## config.mk

```make
export PLATFORM = sky130hd
export DESIGN_NAME = pspm_divsqrt
export DESIGN_NICKNAME = d
export VERILOG_FILES = /design/src/pspm_divsqrt.sv
export SDC_FILE = /design/constraint.sdc
export NUM_CORES = 1
export LEC_CHECK = 0
export BUFFER_PORTS_ARGS = -buffer_cell sky130_fd_sc_hd__buf_4
export CAP_MARGIN = 20
export CORE_ASPECT_RATIO = 1.75
export CORE_MARGIN = 3
export CORE_UTILIZATION = 35
export DETAILED_ROUTE_END_ITERATION = 16
export HOLD_SLACK_MARGIN = 0.05
export PLACE_DENSITY = 0.53
export SYNTH_ARGS = -nofsm -noshare
export SYNTH_HDL_FRONTEND = slang
export SYNTH_SLANG_ARGS = --single-unit
```

## constraint.sdc

```tcl
create_clock -name clk -period 17.3 [get_ports clk]
set_clock_uncertainty 0.1 [all_clocks]
set_input_delay 0.865 -clock clk [delete_from_list [all_inputs] [get_ports clk]]
set_output_delay 0.865 -clock clk [all_outputs]
set_load 0.02 [all_outputs]
```

## src/pspm_divsqrt.sv

```systemverilog
// Shared iterative unit: bit-serial integer square root and restoring divide.
// Depends on nothing; one root or quotient bit per cycle.
module pspm_divsqrt #(
  parameter int RW = 66,
  parameter int QW = 44
) (
  input  logic          clk,
  input  logic          rst_n,
  input  logic          start_sqrt,
  input  logic          start_div,
  input  logic [RW-1:0] radicand,
  input  logic [QW-1:0] dividend,
  input  logic [31:0]   divisor,
  output logic          done,
  output logic [QW-1:0] result
);
  localparam int HW = RW / 2;
  localparam int CW = $clog2(QW + 1);

  logic [RW-1:0] work_r;
  logic [QW-1:0] acc_r;
  logic [HW+2:0] rem_r;
  logic [32:0]   drem_r;
  logic [31:0]   dsr_r;
  logic [CW-1:0] cnt_r;
  logic          sq_r, busy_r;

  logic [HW+2:0] sq_rem, sq_trial;
  logic [32:0]   dv_rem;

  always_comb begin
    sq_rem   = {rem_r[HW:0], work_r[RW-1 -: 2]};
    sq_trial = {acc_r[HW:0], 2'b01};
    dv_rem   = {drem_r[31:0], acc_r[QW-1]};
  end

  assign result = acc_r;

  always_ff @(posedge clk) begin
    if (!rst_n) begin
      busy_r <= 1'b0;
      done   <= 1'b0;
    end else begin
      done <= 1'b0;
      if (start_sqrt || start_div) begin
        busy_r <= 1'b1;
        sq_r   <= start_sqrt;
        work_r <= radicand;
        acc_r  <= start_sqrt ? '0 : dividend;
        rem_r  <= '0;
        drem_r <= '0;
        dsr_r  <= divisor;
        cnt_r  <= start_sqrt ? CW'(HW) : CW'(QW);
      end else if (busy_r) begin
        if (sq_r) begin
          work_r <= {work_r[RW-3:0], 2'b00};
          if (sq_rem >= sq_trial) begin
            rem_r <= sq_rem - sq_trial;
            acc_r <= {acc_r[QW-2:0], 1'b1};
          end else begin
            rem_r <= sq_rem;
            acc_r <= {acc_r[QW-2:0], 1'b0};
          end
        end else begin
          if (dv_rem >= {1'b0, dsr_r}) begin
            drem_r <= dv_rem - {1'b0, dsr_r};
            acc_r  <= {acc_r[QW-2:0], 1'b1};
          end else begin
            drem_r <= dv_rem;
            acc_r  <= {acc_r[QW-2:0], 1'b0};
          end
        end
        if (cnt_r == CW'(1)) begin
          busy_r <= 1'b0;
          done   <= 1'b1;
        end
        cnt_r <= cnt_r - CW'(1);
      end
    end
  end
endmodule

```

==> flow_summary.toml <==
[global_route]
grt_antenna_before_repair = 1
grt_pass1_wl_um = 56900
overflow = 0
grt_max_degree = 84
grtUsageTotal_pct = 17.5
grt_pass1_vias = 10879

[power_and_ir_drop]
p_per_area_nw_per_um2 = 99.6
peakVddDrop_v = 0.0000854
leakage_nw = 6.73

[clock_tree]
cts-htree-levels = 1
cts.sinks = 217
numCtsBuffers = 24
post_cts_resized = 0
cts_tree = "built"
clk_path_buf_depth = 3
clk_latency_ns = 0.56
cts_setup_buffers = 0
clk_pin_slew_ns = 0.06
cts-root-buf = "clkbuf_16"
cts_hold_buf = 0

[setup_path]
cp_slowest_cell = "buf_4"
crit_family = "buffers and inverters"
cp_slowest_stage_delay_ns = 0.91
crit_top_cell = "buf_4"
cp_data_required_time_ns = 17.37
critical_path_arrival_ns = 4.16
cp_num_buf_inv = 2
worstPathMaxFanout = 83
cp_cell_sequence = "buf_4, or2_4, o21ai_0, nor2_4, buf_4"
cp-start-kind = "input port"
critPathKind = "in2reg"
cp-end-kind = "flop"

[sta]
slew_viol_final = 0
fin_crit_ns = 4.09
hold_viol = 0
max_slew_margin_pct = 26.4
worst_slew_pin_slew_ns = 1.10
fin_crit_sh_pct = 23.6
rsz0062_at_grt = "false"
fmaxAchievable_mhz = 245
finalSetupTns_ns = 0
finalSetupViolCount = 0

[finish]
final_common_cell = "nand2_1"
drive_gt1_share_pct = 16.7
area.growth.synth_to_final_pct = 19.9
stdcell_count = 2007
fin_nets = 1731
multi_input_area_um2 = 6080
fillers = 3748
layout_common_cells = "250 x nand2_1, 215 x edfxtp_1, 198 x buf_4, 113 x nor2_1, 105 x a21oi_1"
seq_area_um2 = 6500

[floorplanning]
die_area_um2 = 40100
core_area_um2 = 37000
die_h_um = 263
io_pins = 191
initial_core_util_pct = 35.6
die_w_um = 153
row_count = 93

[synthesis]
yosysWarningCount = 0
synth_top_area_share_pct = 49.0
synthTopCellsByArea = "edfxtp_1 49%, nand2_1 7.1%, ha_1 6.7%"
syn_nets = 1575
synth_area_um2 = 13200
synth_edf_count = 215
synthArstFlopShare_pct = 0
seq_area_frac_synth_pct = 49.3
synth_largest_area_cell = "edfxtp_1"
ys.flop_type = "edfxtp_1"
netlist_instances = 1358
yosysUniqueCellTypes = 67
avgSynthCellArea_um2 = 9.70
ys_ff_latch = 217

[place]
dp_cells = 1962
dpl.hpwl_um = 26400
gp_congestion = 0.908
io_buffers = 190

[outcome]
outcome = "completed"

[detailed_routing]
via_per_inst = 5.15
final_antenna_net_count = 0
drc_errors = 0
vias = 10327
wirelength_um = 36300
wire_per_inst_um = 18.1
dr.pass1.iters = 5
drtIter0Drc = 530

[flow_run]
drv_cap = 0

[hold_path]
worst_hold_path_type = "in2reg"
[synth_stat cells, types with 8 or more instances]
master / instances
a211oi_1: 18
a21o_1: 24
a21oi_1: 106
and2_1: 8
buf_2: 14
clkbuf_1: 48
edfxtp_1: 215
ha_1: 70
inv_1: 85
mux2i_1: 67
nand2_1: 250
nand3_1: 39
nand4_1: 21
nor2_1: 116
nor2b_1: 11
nor3_1: 22
o21a_1: 13
o21ai_0: 56
o21bai_1: 12
xnor2_1: 34
xor2_1: 20
[state kept, by name, summed over array words and instances, names as in the netlist]
signal / cells
dsr_r: 32
done: 1
rem_r: 34
work_r: 66
result: 44
busy_r: 1
cnt_r: 6
sq_r: 1
drem_r: 32
[per-layer routing]
metal | wire length (µm) | track usage (%) | vias to the layer above
met5 | 0 | 0 | -
met4 | 1240 | 6.34 | 0
met3 | 1360 | 2.49 | 79
met2 | 20600 | 35.4 | 202
met1 | 13000 | 17.7 | 4902
li1 | - | - | 5144
[through the flow]
step	util (%)	hold slack (ns)	setup slack, ns	area (µm²)	power [mW]
4_1_cts	42.6	0.351	13.06	15800	1.59
5_1_grt	42.7	0.351	12.91	15800	1.66
3_3_place_gp	40.5	0.387	12.56	15000	1.07
3_5_place_dp	40.5	0.386	12.46	15000	1.07
2_1_floorplan	-	0.319	10.93	13200	0.950
6_report	42.7	0.384	13.21	15800	1.57
[worst paths after layout]
check / slack [ns] / endpoint / start / cells after the start
min: 0.38 / dsr_r[7] / divisor[7] / 1
max reg2reg: 13.36 / result[0] / result[15] / 11
max: 13.21 / work_r[6] / start_div / 5
min reg2reg: 0.41 / work_r[7] / work_r[5] / 2
[cell families after synthesis]
family | synth area share (%)
simple gates | 16.6
compound gates | 13.9
flops | 49.3
buf+inv | 4.67
fa+ha+maj | 6.80
mux | 5.09
xor+xnor | 3.59
[final cells by class]
cell class | instances | area share, %
Timing Repair Buffer | 200 | 9.64
Clock buffer | 30 | 3.95
Sequential cell | 217 | 41.2
Antenna cell | 1 | 0.0159
Tap cell | 475 | 3.77
Clock inverter | 13 | 0.920
Multi-Input combinational cell | 986 | 38.5
Inverter | 85 | 2.02
[power by group]
part	switching [mW]	internal, mW	leakage, nW	total [mW]
sequential	0.0204	0.633	2.13	0.653
combinational	0.243	0.166	4.23	0.408
clock	0.222	0.288	0.376	0.510
total	0.485	1.09	6.73	1.57
Power figures use the tool's default switching activity.
